### config.mk
export PLATFORM = sky130hd
export DESIGN_NAME = sit_cell
export DESIGN_NICKNAME = d
export VERILOG_FILES = /design/src/rtl/sit_pkg.sv /design/src/rtl/sit_cell.sv
export SDC_FILE = /design/constraint.sdc
export NUM_CORES = 1
export LEC_CHECK = 0
export BUFFER_PORTS_ARGS = -buffer_cell sky130_fd_sc_hd__buf_2
export CAP_MARGIN = 10
export CORE_UTILIZATION = 45
export CTS_CLUSTER_DIAMETER = 80
export DETAILED_ROUTE_END_ITERATION = 10
export PLACE_DENSITY = 0.78
export SLEW_MARGIN = 15
export SYNTH_ARGS = -nofsm -noshare
export SYNTH_HDL_FRONTEND = slang
export SYNTH_SLANG_ARGS = --single-unit
export TNS_END_PERCENT = 50
### constraint.sdc
create_clock -name clk -period 3.15 [get_ports clk]
set_clock_uncertainty 0.1 [all_clocks]
set_input_delay 0.4725 -clock clk [delete_from_list [all_inputs] [get_ports clk]]
set_output_delay 0.4725 -clock clk [all_outputs]
set_load 0.01 [all_outputs]
### src/rtl/sit_pkg.sv
// ----------------------------------------------------------------------------
// sit_pkg
// Shared widths, codes and types for the sorted interval table.
// ----------------------------------------------------------------------------
package sit_pkg;

    localparam int unsigned DEPTH_DEFAULT = 64;

    localparam int unsigned OP_W     = 2;
    localparam int unsigned TIME_W   = 16;
    localparam int unsigned ROOM_W   = 8;
    localparam int unsigned STATUS_W = 2;
    localparam int unsigned SLOT_W   = 6;
    localparam int unsigned TOTAL_W  = 7;

    localparam logic [OP_W-1:0] OP_INSERT = 2'd0;
    localparam logic [OP_W-1:0] OP_REMOVE = 2'd1;
    localparam logic [OP_W-1:0] OP_FIND   = 2'd2;

    localparam logic [STATUS_W-1:0] ST_OK        = 2'd0;
    localparam logic [STATUS_W-1:0] ST_CONFLICT  = 2'd1;
    localparam logic [STATUS_W-1:0] ST_FULL      = 2'd2;
    localparam logic [STATUS_W-1:0] ST_NOT_FOUND = 2'd3;

    typedef struct packed {
        logic [TIME_W-1:0] start_time;
        logic [TIME_W-1:0] end_time;
        logic [ROOM_W-1:0] room;
    } entry_t;

    typedef enum logic [1:0] {
        CMD_HOLD,
        CMD_INSERT,
        CMD_REMOVE
    } cmd_t;

    typedef struct packed {
        logic less;
        logic hit;
        logic conflict;
    } cell_flags_t;

    typedef struct packed {
        logic any_conflict;
        logic any_hit;
    } red_flags_t;

endpackage

### src/rtl/sit_cell.sv
// ----------------------------------------------------------------------------
// sit_cell
// One table slot: holds an entry, compares it with the request key and
// shifts to or from its neighbors on insert and remove.
// ----------------------------------------------------------------------------
module sit_cell (
    input  logic                 clk,
    input  logic                 rst_n,
    input  logic                 occupied,
    input  logic                 capture,
    input  sit_pkg::cmd_t        cmd,
    input  sit_pkg::entry_t      key,
    input  logic                 left_less,
    input  sit_pkg::entry_t      left_entry,
    input  sit_pkg::entry_t      right_entry,
    output sit_pkg::entry_t      entry,
    output sit_pkg::cell_flags_t flags
);

    sit_pkg::entry_t      entry_reg;
    sit_pkg::entry_t      entry_next;
    sit_pkg::cell_flags_t flags_reg;
    sit_pkg::cell_flags_t flags_next;

    always_comb
    begin
        flags_next.less     = occupied && (entry_reg.start_time < key.start_time);
        flags_next.hit      = occupied && (entry_reg.start_time == key.start_time);
        flags_next.conflict = occupied &&
            ((entry_reg.start_time == key.start_time) ||
             ((key.start_time > entry_reg.start_time) &&
              (key.start_time < entry_reg.end_time)) ||
             ((key.end_time > entry_reg.start_time) &&
              (key.end_time <= entry_reg.end_time)));
    end

    always_comb
    begin
        entry_next = entry_reg;
        case (cmd)
            sit_pkg::CMD_INSERT:
            begin
                if (!flags_reg.less)
                begin
                    entry_next = left_less ? key : left_entry;
                end
            end
            sit_pkg::CMD_REMOVE:
            begin
                if (!flags_reg.less)
                begin
                    entry_next = right_entry;
                end
            end
            default:
            begin
                entry_next = entry_reg;
            end
        endcase
    end

    always_ff @(posedge clk or negedge rst_n)
    begin
        if (!rst_n)
        begin
            flags_reg <= '0;
        end
        else if (capture)
        begin
            flags_reg <= flags_next;
        end
    end

    always_ff @(posedge clk)
    begin
        entry_reg <= entry_next;
    end

    assign entry = entry_reg;
    assign flags = flags_reg;

endmodule

Yosys cells after proc, flatten, opt, wreduce, memory -nomap -nowiden
Index checks and enable logic that the tools add are counted.
Widths: inputs -> output; s select.
- order comparisons: 5
- equal/unequal tests: 5
- multiplexer cells: 4
- reductions and logical operators: 9
- operators by type and width (cell ; number):
    $mux 40 ; 3
    $pmux 40 s2 ; 1
    $gt 16x16->1 ; 2
    $lt 16x16->1 ; 2
    $eq 16x16->1 ; 1
    $le 16x16->1 ; 1
    $logic_and 1x1->1 ; 5
    $ne 2x2->1 const B ; 2
    $reduce_and 3->1 ; 1
    $eq 2x1->1 const B ; 1
    $eq 2x2->1 const B ; 1
    $logic_or 1x1->1 ; 2
    $reduce_bool 2->1 ; 1
- register bits: 43

Logic depth before layout (Yosys ltp)
Gate-level depths: netlist (run 1).
- word-level depth: 5
- gate-level depth with buffers: 8

Least setup slack after synthesis (run 1)
Ideal clock, no wire load.
- path kind: input port to flip-flop
- from: input port cmd[0]
- to: register entry_reg (netlist bit entry[0]), enable pin
- library setup time: 438 ps
- arrival: 2278 ps
- required time: 2612 ps
- setup slack: 334 ps
- cell stages on the path: 2
- path buffers: 0
- path through: xnor2_1 -> nor2_1
- cells in the longest elaborated chain, start to end: 3
- ends and longest elaborated chain (item ; line ; RTL):
    start, declared ; sit_cell.sv:11 ; input sit_pkg::cmd_t cmd,
    $eq 2x1->1 or $eq 2x2->1 (tied branches) ; sit_cell.sv:40 ; case (cmd)
    $ne 2x2->1 (no line) or $reduce_bool 2->1 (tied branches) ; n/a ;
    $reduce_and 3->1 (no line) * ; n/a ;
    end signal, assigned ; sit_cell.sv:76 ; entry_reg <= entry_next;
    end, declared ; sit_cell.sv:20 ; sit_pkg::entry_t entry_reg;
Mark *: on every way between the ends. The rest lies on a longest branch, timed or not.
A chain may end at the register's enable or synchronous reset.

Worst setup path in the final report (run 1)
- from: register entry_reg (netlist bit entry[13])
- to: register flags_reg (netlist bit flags[0])
- cells in the longest elaborated chain, start to end: 5
- ends and longest elaborated chain (item ; line ; RTL):
    $lt 16x16->1 ; sit_cell.sv:32 ; (key.start_time < entry_reg.end_time)) ||
    $logic_and 1x1->1 ; sit_cell.sv:31 ; ((key.start_time > entry_reg.start_time) &&
    $logic_or 1x1->1 ; sit_cell.sv:30 ; ((entry_reg.start_time == key.start_time) ||
    $logic_or 1x1->1 * ; sit_cell.sv:32 ;
    $logic_and 1x1->1 * ; sit_cell.sv:29 ; flags_next.conflict = occupied &&
    end signal, assigned ; sit_cell.sv:70 ; flags_reg <= flags_next;
    end, declared ; sit_cell.sv:22 ; sit_pkg::cell_flags_t flags_reg;
Marked as above.

==> results.md, run 1 <==
* Clock-pin slew on the worst setup and hold paths at about 0.090 ns
* Initial antenna violation count at 0
* CTS Sinks at 43
* Comb pwr share at between 30 and 40%
* Gr ovfl total at 0
* Hpwl dp at 8.44 mm
* Die X at roughly 92 microns
* Largest net degree at the start of global routing at 46
* Root Buffer: clkbuf_8
* Vias at 3470
* Num CTS Buffers at 5
* Die height at just over 90 microns
* Req. time, crit path at approximately 3.3 ns
* Worst path arrival time at 2.39 ns
* CP max FO at 2
* Crit-path leading delay family: compound AO/OA/AOI/OAI gates
* # port buffers at 169
* Fraction of layout cells with a size suffix above 1 at 33.9%
* Fin. max-slew vios at 0
* Syn Nets at 570
* Synth Area in Simple Gates at about 12%
* Tightest Hold Check Type: in -> reg
* Postcts setup bufs at 0
* CP max stage cell: edfxtp_1
* CTS tree: done
* Synth Area per Inst at ~9.5 sq um
* First-pass DRT Iterations at 4
* Initial core utilization at approximately 47%
* RSZ-0062 raised after global routing: false
* Core Region at 7770 sq um
* Bufs on Longest Clock Path at 2
* Final setup viols at 0
* Gp weighted congestion at about 0.95
* PwrDens at 393 nW/um^2
* Seq/Total Area, Yosys at a little over a third
* Post-CTS resize count at 0
* Mean number of vias per cell at approximately 5.3
* Hold Slack at 0.335 ns
* Post-Syn Instances at between 300 and 400
* Vias in the first global route at about 3500
* Worst-margin pin slew at just over 0.6 ns
* Max reg flops at 40
* Main combinational cell family by area after synthesis: adder cells
* Register bit total from synthesis at 43
* Hold buffers post-CTS at 1
* Synthesis-to-layout area growth at 30.4%
* Startpoint Class: flip-flop
* # DRC at 0
* Tcrit/Tclk final at a little under three quarters
* First-pass GRT wire length at 15.9 mm
* Fin Setup TNS at 0 ns
* Minimum clock period after layout at between 2 and 2.5 ns
* GR Util All Layers at a little under a quarter
* Yosys warns at 0
* Switch share at 32.7%
* Number of routed nets with antenna violations at 0
* Xor/xnor share of the synthesized area at less than 1%
* Cell variety after synth at 35
* Fmax achieved at between 400 and 500 MHz
* NumNets Final at 737
* Cell leakage power at 2.38 nW
* Placed cell count at between 600 and 700
* Cell Chain, Critical Path: inv_1 > ha_1 > a21oi_1 > o21ai_0 > a221o_1 > o31a_1 > a211o_1 > a41oi_2
* # rows at 32
* Die ar. at approximately 8400 sq um
* Int Power at 1.25 mW
* Non-Filler Instances at 650
* Clock share of power at around a quarter
* CP bufs+invs at 1
* Wirelength per Cell at approximately 15 microns
* Mux cell area share after synthesis at between 10 and 15%
* Psw at 0.607 mW
* Worst vdd ir at approximately 0.22 mV
* Synth Area in Compound Gates at 14.7%
* Sequential share of power at a little over 40%
* Top-Level Pins at 170
* Worst setup EP type: flip-flop
* Slew HR at 58.9%
* Iter 0 DRT Violations at 137
* Final hold vios at 0
* Post-synthesis adder-cell area fraction at between 20% and 30%
* H-tree depth at 2
* Max stage delay on crit path at roughly 0.4 ns
* Kind of critical path: reg -> reg
* Status: complete, no violations
* N_diodes at 0
* Worst-Skew Late Latency at around 0.3 ns
* Syn Std Cell Area at ~3600 sq um
* Routed wire length at between 10 and 15 mm
* Max-cap violations at 0
[layout by cell type (no fill, tap or decap), types with 2 or more instances in the layout]
| cell type | Yosys | routed |
|---|---|---|
| buf_2 | 4 | 169 |
| ha_1 | 63 | 63 |
| nand2_1 | 50 | 50 |
| o21ai_0 | 46 | 46 |
| mux2i_1 | 41 | 41 |
| edfxtp_1 | 40 | 40 |
| inv_1 | 35 | 35 |
| a21oi_1 | 23 | 23 |
| nand4_1 | 14 | 14 |
| nand3_1 | 10 | 10 |
| nor2_1 | 7 | 6 |
| clkbuf_8 | 0 | 6 |
| a21o_1 | 5 | 5 |
| nor4_1 | 3 | 3 |
| dfrtp_1 | 3 | 3 |
| buf_4 | 0 | 3 |
| a21boi_0 | 2 | 2 |
| a211oi_1 | 2 | 2 |
| a2111oi_0 | 2 | 2 |
| o211ai_1 | 2 | 2 |
| nor2b_1 | 3 | 2 |
[cell type report]
cell class                      instances  area (sq um)
Clock buffer                            6          82.6
Clock inverter                          2          35.0
Fill cell                             663          3040
Inverter                               35           131
Multi-Input combinational cell        288          2170
Sequential cell                        43          1280
Tap cell                              102           128
Timing Repair Buffer                  174           898
[synth_stat cells]
cell type	instances	area, sq um
o21a_1	1	7.51
dfrtp_1	3	75.1
o211ai_1	2	15.0
a221o_1	1	10.0
o31ai_1	1	7.51
or3_1	1	6.26
and2_1	1	6.26
xnor2_1	1	8.76
inv_1	35	131
nand3_1	10	50.1
o21ai_0	46	230
mux2i_1	41	410
a21o_1	5	37.5
nor4_1	3	18.8
ha_1	63	788
nand4_1	14	87.6
nand2b_1	1	6.26
a2111oi_0	2	17.5
nor2_1	7	26.3
nor2b_1	3	18.8
a2111o_1	1	11.3
a211o_1	1	8.76
edfxtp_1	40	1200
a211oi_1	2	15.0
buf_2	4	20.0
a21boi_0	2	15.0
a41oi_2	1	16.3
o32ai_1	1	8.76
nor3_1	1	5.00
a21oi_2	1	8.76
nand2_1	50	188
clkbuf_1	10	37.5
or2_2	1	6.26
a21oi_1	23	115
o31a_1	1	8.76
[worst min-delay path, stage by stage]
cell and delay, ns:
buf_2 0.07, nand2_1 0.03, o21ai_0 0.05
[worst paths after layout]
| check | from | endpoint | slack, ns | cells after the start |
|---|---|---|---|---|
| max | entry[13]$_DFFE_PP_ | flags[0]$_DFFE_PN0P_ | 0.89 | 8 |
| min | right_entry[2] | entry[2]$_DFFE_PP_ | 0.34 | 3 |
| max reg2reg | entry[13]$_DFFE_PP_ | flags[0]$_DFFE_PN0P_ | 0.89 | 8 |
| min reg2reg | flags[1]$_DFFE_PN0P_ | flags[1]$_DFFE_PN0P_ | 0.44 | 2 |
| max in group asynchronous | rst_n | flags[1]$_DFFE_PN0P_ | 2.44 | 2 |
| min in group asynchronous | rst_n | flags[0]$_DFFE_PN0P_ | 0.40 | 2 |
[logic make-up (layout without fill, tap and decap cells)]
kind of cell               after synthesis  after routing
and+or+nand+nor                         92             92
xor gates and xnor gates                 1              1
muxes                                   41             41
DFF                                     43             43
adders and majority gates               63             63
buffers and inverters                   49            217
AOI/OAI and AO/OA                       91             91
[routing by layer]
| layer | GRT usage (%) | wire [microns] | part of all wire [%] | up-vias |
|---|---|---|---|---|
| met5 | 0 | 0 | 0 | - |
| met4 | 7.81 | 226 | 2.2 | 0 |
| met3 | 5.80 | 779 | 7.7 | 22 |
| met2 | 41.6 | 4750 | 47 | 159 |
| met1 | 28.8 | 4310 | 43 | 1556 |
| li1 | - | - | - | 1733 |
[metrics by stage]
step	power, mW	instance area [sq um]	worst slack, ns	util [%]
floorplan	1.13	3620	0.334	-
global placement	1.37	4600	0.761	59.2
detailed placement	1.40	4600	0.732	59.2
CTS	1.87	4730	0.896	60.8
global route	1.97	4730	0.782	60.8
finish	1.86	4730	0.894	60.8
[power by group through the flow]
stage	Sequential [mW]	Clock, mW	Combinational [mW]
floorplan	0.797	0	0.330
global placement	0.763	0	0.608
detailed placement	0.766	0	0.634
CTS	0.753	0.476	0.638
global route	0.762	0.490	0.714
finish	0.752	0.469	0.637
(Power assumes the default switching activity.)
==> run 2: changes to the inputs <==
Clock period 3.15 ns to 2.2 ns, I/O delays scaled along.
==> results.md, run 2 (synthesized netlist as in run 1, its figures left out) <==
* Status: complete, no violations
* GR Util All Layers at about 25%
* Fraction of layout cells with a size suffix above 1 at between 30% and 40%
* Num CTS Buffers at 5
* Switch share at ~34%
* Tcrit/Tclk final at a little over nine tenths
* Crit Reg-Reg Endpoint: flags[0]$_DFFE_PN0P_
* Req. time, crit path at 2.31 ns
* Hold_sp: right_entry[34]
* Kind of critical path: reg -> reg
* Die ar. at ~8400 sq um
* Clock share of power at slightly below 20%
* Hpwl dp at between 8 and 9 mm
* Sequential share of power at between 40% and 50%
* Initial core utilization at between 40 and 50%
* # port buffers at between 150 and 200
* NumNets Final at 764
* # rows at 32
* Fmax achieved at roughly 460 MHz
* PwrDens at 523 nW/um^2
* Number of routed nets with antenna violations at 0
* Top-Level Pins at 170
* Core Region at between 7000 and 8000 sq um
* Placed cell count at approximately 660
* Fin Setup TNS at 0 ns
* Worst-margin pin slew at 0.522 ns
* Most frequent cells in the layout: 169 x buf_2, 62 x ha_1, 50 x nand2_1, 45 x o21ai_0, 41 x mux2i_1
* First-pass DRT Iterations at 4
* Wirelength per Cell at 15.2 microns
* N_diodes at 0
* Max stage delay on crit path at just under 0.4 ns
* Worst path arrival time at roughly 2.3 ns
* Hold Slack at 0.204 ns
* Psw at slightly below 0.9 mW
* Vias at roughly 3600
* Initial antenna violation count at 0
* Gr ovfl total at 0
* CP bufs+invs at 1
* Crit-path leading delay family: simple AND/OR/NAND/NOR gates
* Routed wire length at 10.3 mm
* Fill cell count at 670
* Non-Filler Instances at ~680
* Mean number of vias per cell at ~5.3
* H-tree depth at 2
* Worst vdd ir at about 0.32 mV
* Iter 0 DRT Violations at 108
* Clock-pin slew on the worst setup and hold paths at 0.08 ns
* Tightest Hold Check Type: in -> reg
* Startpoint Class: flip-flop
* Hold Path Stages at 3
* Die height at between 90 and 100 microns
* Hold EP: entry[34]$_DFFE_PP_
* Cell leakage power at 2.48 nW
* Final hold vios at 0
* Tot Pwr at approximately 2.6 mW
* # DRC at 0
* First-pass GRT wire length at 16.9 mm
* CTS tree: done
* Synthesis-to-layout area growth at 35.8%
* Largest net degree at the start of global routing at 41
* Gp weighted congestion at between 0.9 and 1
* R2r setup slk at approximately 0.028 ns
* Int Power at approximately 1.7 mW
* Worst-Skew Late Latency at a little under 0.3 ns
* RSZ-0062 raised after global routing: true
* Fin. max-slew vios at 0
* CP max stage cell: edfxtp_1
* Final setup viols at 0
* Comb pwr share at about two fifths
* CP max FO at 3
* Vias in the first global route at 3758
* Bufs on Longest Clock Path at 2
* Reg2Reg Launch Point: entry[21]$_DFFE_PP_
* Reg2reg path depth at 8
* Max reg flops at 40
* Minimum clock period after layout at approximately 2.2 ns
* Cell Chain, Critical Path: inv_2 > ha_1 > nand4_1 > nor4_2 > nand4_1 > o31a_1 > a211o_1 > a41oi_2
* Max-cap violations at 0
* Slew HR at 64.9%
* Worst setup EP type: flip-flop
* Root Buffer: clkbuf_8
* Critical Path Most Common Cell: nand4_1
* Die X at 91.8 microns
* Most common cell after layout, fill and taps aside: buf_2
* CTS Sinks at 43
==> run 2: cell count changes in the layout (fill, tap and decap cells not counted), moves of 2 or more <==
| cell | before | now |
|---|---|---|
| a21oi_1 | 23 | 21 |
| a21oi_2 | 1 | 3 |
| buf_4 | 3 | 30 |
| clkinv_1 | 0 | 2 |
| inv_1 | 35 | 27 |
| inv_2 | 0 | 8 |
==> run 2: worst min-delay path: cells and delay by family <==
kind / cells / cell delay (ns)
AND/OR/NAND/NOR: 1 / 0.03
AO/OA/AOI/OAI: 1 / 0.05
buffers and inverters: 1 / 0.07
==> run 2: final cells by class <==
| cell class | count | area [sq um] | share of cell area (%) |
|---|---|---|---|
| Clock buffer | 5 | 68.8 | 1.40 |
| Clock inverter | 3 | 15.0 | 0.305 |
| Inverter | 35 | 131 | 2.67 |
| Multi-Input combinational cell | 288 | 2200 | 44.7 |
| Sequential cell | 43 | 1280 | 25.9 |
| Tap cell | 102 | 128 | 2.59 |
| Timing Repair Buffer | 201 | 1100 | 22.4 |
==> run 2: power groups by stage <==
stage / clock network (mW) / logic, mW / registers [mW]
after floorplan: 0 / 0.474 / 1.14
after global placement: 0 / 0.918 / 1.09
after detailed placement: 0 / 0.956 / 1.10
after CTS: 0.515 / 0.986 / 1.08
after global routing: 0.545 / 1.11 / 1.09
final: 0.500 / 0.992 / 1.08
==> run 2: what timing repair did <==
| item | in CTS | in global routing |
|---|---|---|
| endpoints found under the setup margin | 1 | 2 |
| hold buffers | 1 | 0 |
| hold endpoints to repair | 3 | 0 |
| gates resized for setup | 7 | 6 |
| pin swaps | 3 | 6 |
| setup buffers | 6 | 1 |
==> run 2: how the worst max path moves through the flow <==
stage | from | end | slack (ns) | depth (start not counted)
floorplan | entry[22]$_DFFE_PP_ | flags[0]$_DFFE_PN0P_ | 0.08 | 8
finish | entry[21]$_DFFE_PP_ | flags[0]$_DFFE_PN0P_ | 0.03 | 8
global placement | key[22] | flags[0]$_DFFE_PN0P_ | -0.04 | 8
detailed placement | key[15] | flags[0]$_DFFE_PN0P_ | -0.11 | 8
CTS | entry[21]$_DFFE_PP_ | flags[0]$_DFFE_PN0P_ | 0.02 | 8
global route | entry[39]$_DFFE_PP_ | flags[0]$_DFFE_PN0P_ | -0.06 | 8
==> run 2: metal layers <==
layer / part of all wire [%] / vias up / global-route usage [%] / wire (microns)
met1: 43 / 1628 / 31.4 / 4410
li1: - / 1788 / - / -
met2: 49 / 158 / 45.0 / 5040
met3: 6.6 / 14 / 4.39 / 683
met4: 1.6 / 0 / 6.38 / 160
met5: 0 / - / 0 / 0
==> run 2: metrics by stage <==
step / util [%] / area [sq um] / setup slack (ns)
2_1_floorplan: - / 3630 / 0.0816
3_3_place_gp: 61.1 / 4750 / -0.0367
3_5_place_dp: 61.1 / 4750 / -0.113
4_1_cts: 63.2 / 4910 / 0.0229
5_1_grt: 63.4 / 4920 / -0.0576
6_report: 63.4 / 4920 / 0.0275
==> run 3: changes to the inputs <==
Settings changed: CELL_PAD_IN_SITES_DETAIL_PLACEMENT from default to 2, CELL_PAD_IN_SITES_GLOBAL_PLACEMENT from default to 2, CORE_UTILIZATION 45 to 27, PLACE_DENSITY 0.78 to default, PLACE_DENSITY_LB_ADDON from default to 0.1.
==> results.md, run 3 (synthesized netlist as in run 1, its figures left out) <==
* Status: finished with violations
* Failing checks: negative setup slack
* Initial core utilization at 28.2%
* CP max FO at 2
* GR Util All Layers at between 20% and 30%
* Hold_sp: occupied
* Die ar. at around 14000 sq um
* H-tree depth at 2
* Minimum clock period after layout at ~2.2 ns
* Worst vdd ir at roughly 0.3 mV
* Die X at ~120 microns
* Req. time, crit path at about 2.3 ns
* Hpwl dp at 11.4 mm
* Most frequent cells in the layout: 169 x buf_2, 56 x ha_1, 51 x buf_4, 49 x nand2_1, 45 x o21ai_0
* RSZ-0062 raised after global routing: true
* PwrDens at about 570 nW/um^2
* Mean number of vias per cell at slightly below 5
* Die height at between 100 and 150 microns
* Routed wire length at about 14 mm
* Crit Reg-Reg Endpoint: flags[0]$_DFFE_PN0P_
* Startpoint Class: flip-flop
* Reg2Reg Launch Point: entry[23]$_DFFE_PP_
* Clock-pin slew on the worst setup and hold paths at 0.07 ns
* Core Region at approximately 13000 sq um
* NumNets Final at a little under 800
* Hold Path Stages at 3
* # DRC at 0
* PnR worst setup slack at -0.0104 ns
* Top-Level Pins at 170
* First-pass GRT wire length at ~22 mm
* Slew HR at ~69%
* Max-cap violations at 0
* Worst setup EP type: flip-flop
* Fin Setup TNS at -0.0104 ns
* Cell leakage power at between 2 and 3 nW
* Fin. max-slew vios at 0
* Gr ovfl total at 0
* R2r setup slk at -0.01 ns
* # rows at 41
* Max reg flops at 40
* Vias in the first global route at between 4000 and 5000
* Num CTS Buffers at 5
* Kind of critical path: reg -> reg
* Worst-margin pin slew at about 0.46 ns
* Fraction of layout cells with a size suffix above 1 at a little over two fifths
* Iter 0 DRT Violations at between 80 and 90
* CTS tree: done
* Hold Slack at just over 0.2 ns
* Number of routed nets with antenna violations at 0
* Multi-input gate area at between 2000 and 2500 sq um
* Most common cell after layout, fill and taps aside: buf_2
* Worst-Skew Late Latency at slightly below 0.3 ns
* Reg2reg path depth at 9
* Gp weighted congestion at ~0.82
* Fmax achieved at 452 MHz
* Hold EP: flags[1]$_DFFE_PN0P_
* Root Buffer: clkbuf_16
* # port buffers at 169
* Final setup viols at 1
* Bufs on Longest Clock Path at 2
* Tightest Hold Check Type: in -> reg
* CTS Sinks at 43
* Vias at roughly 3800
* Total area of sequential cells at about 1300 sq um
* First-pass DRT Iterations at 4
* Worst path arrival time at 2.33 ns
* Synthesis-to-layout area growth at 48.3%
* Initial antenna violation count at 1
* Final hold vios at 0
* Largest net degree at the start of global routing at 53
* Wirelength per Cell at about 18 microns
* Fill cell count at about 1400
* Tcrit/Tclk final at 100%
## run 3: changes by cell type in the layout (fill, tap and decap cells not counted), moves of 2 or more
cell       previous run  this run
ha_4                  1         7
clkbuf_16             0         5
clkinv_1              2         0
buf_4                30        51
buf_12                1         3
ha_1                 62        56
clkbuf_8              5         0
## run 3: repair_timing
action / in CTS / in global routing
hold buffers: 1 / 0
buffers inserted: 14 / 4
gates resized for setup: 23 / 3
endpoints found under the hold margin: 3 / 0
pin swaps: 8 / 6
endpoints found under the setup margin: 1 / 2
## run 3: worst max-delay path by stage
stage                        startpoint                   end  slack [ns]  cells past startpoint
finish              entry[23]$_DFFE_PP_  flags[0]$_DFFE_PN0P_       -0.01                      9
global route        entry[22]$_DFFE_PP_  flags[0]$_DFFE_PN0P_        -0.1                      9
CTS                 entry[17]$_DFFE_PP_  flags[0]$_DFFE_PN0P_        0.02                      8
detailed placement              key[22]  flags[0]$_DFFE_PN0P_       -0.18                      8
global placement                key[22]  flags[0]$_DFFE_PN0P_       -0.11                      8
floorplan           entry[22]$_DFFE_PP_  flags[0]$_DFFE_PN0P_        0.08                      8
## run 3: per-stage QoR
step           worst slack [ns]  utilization (%)  power (mW)  instance area [sq um]  cells
2_1_floorplan            0.0816                -        1.61                   3630    380
4_1_cts                  0.0150             41.4        3.07                   5330    766
3_5_place_dp             -0.175             38.5        2.17                   4960    744
5_1_grt                 -0.0999             41.7        3.23                   5370    770
3_3_place_gp             -0.107             38.5        2.10                   4960    744
6_report                -0.0104             41.7        3.05                   5370    771
## run 3: worst max-delay path, stage by stage (launching register included)
cell      delay [ns]
edfxtp_1        0.37
inv_2           0.05
ha_1            0.29
nand4_1         0.15
buf_4           0.18
nor4_4          0.29
nand4_1         0.19
o31a_1          0.15
a211o_1         0.25
a41oi_2         0.12
## run 3: cell type report
type,instances,share of cell area (%)
repair buffers,224,24.2
multi-input cells,288,42.8
clock buffers,5,2.33
well taps,172,4.00
inverters,35,2.44
clock inverters,3,0.442
diodes,1,0.0466
flip-flops and latches,43,23.7
## run 3: power by group
part	switching [mW]	leakage (nW)	internal (mW)	total [mW]
registers	0.0529	0.429	1.03	1.08
logic	0.628	2.14	0.544	1.17
clock network	0.368	0.0664	0.426	0.794
total	1.05	2.64	2.00	3.05
## run 3: per-layer routing
metal  share of wire [%]  GRT usage, %  up-vias  routed length [microns]
met3                 6.4          5.52       20                      907
met1                  42          23.8     1828                     5900
li1                    -             -     1832                        -
met4                 2.1          5.85        0                      295
met2                  50          37.3      122                     7100
met5                   0             0        -                        0
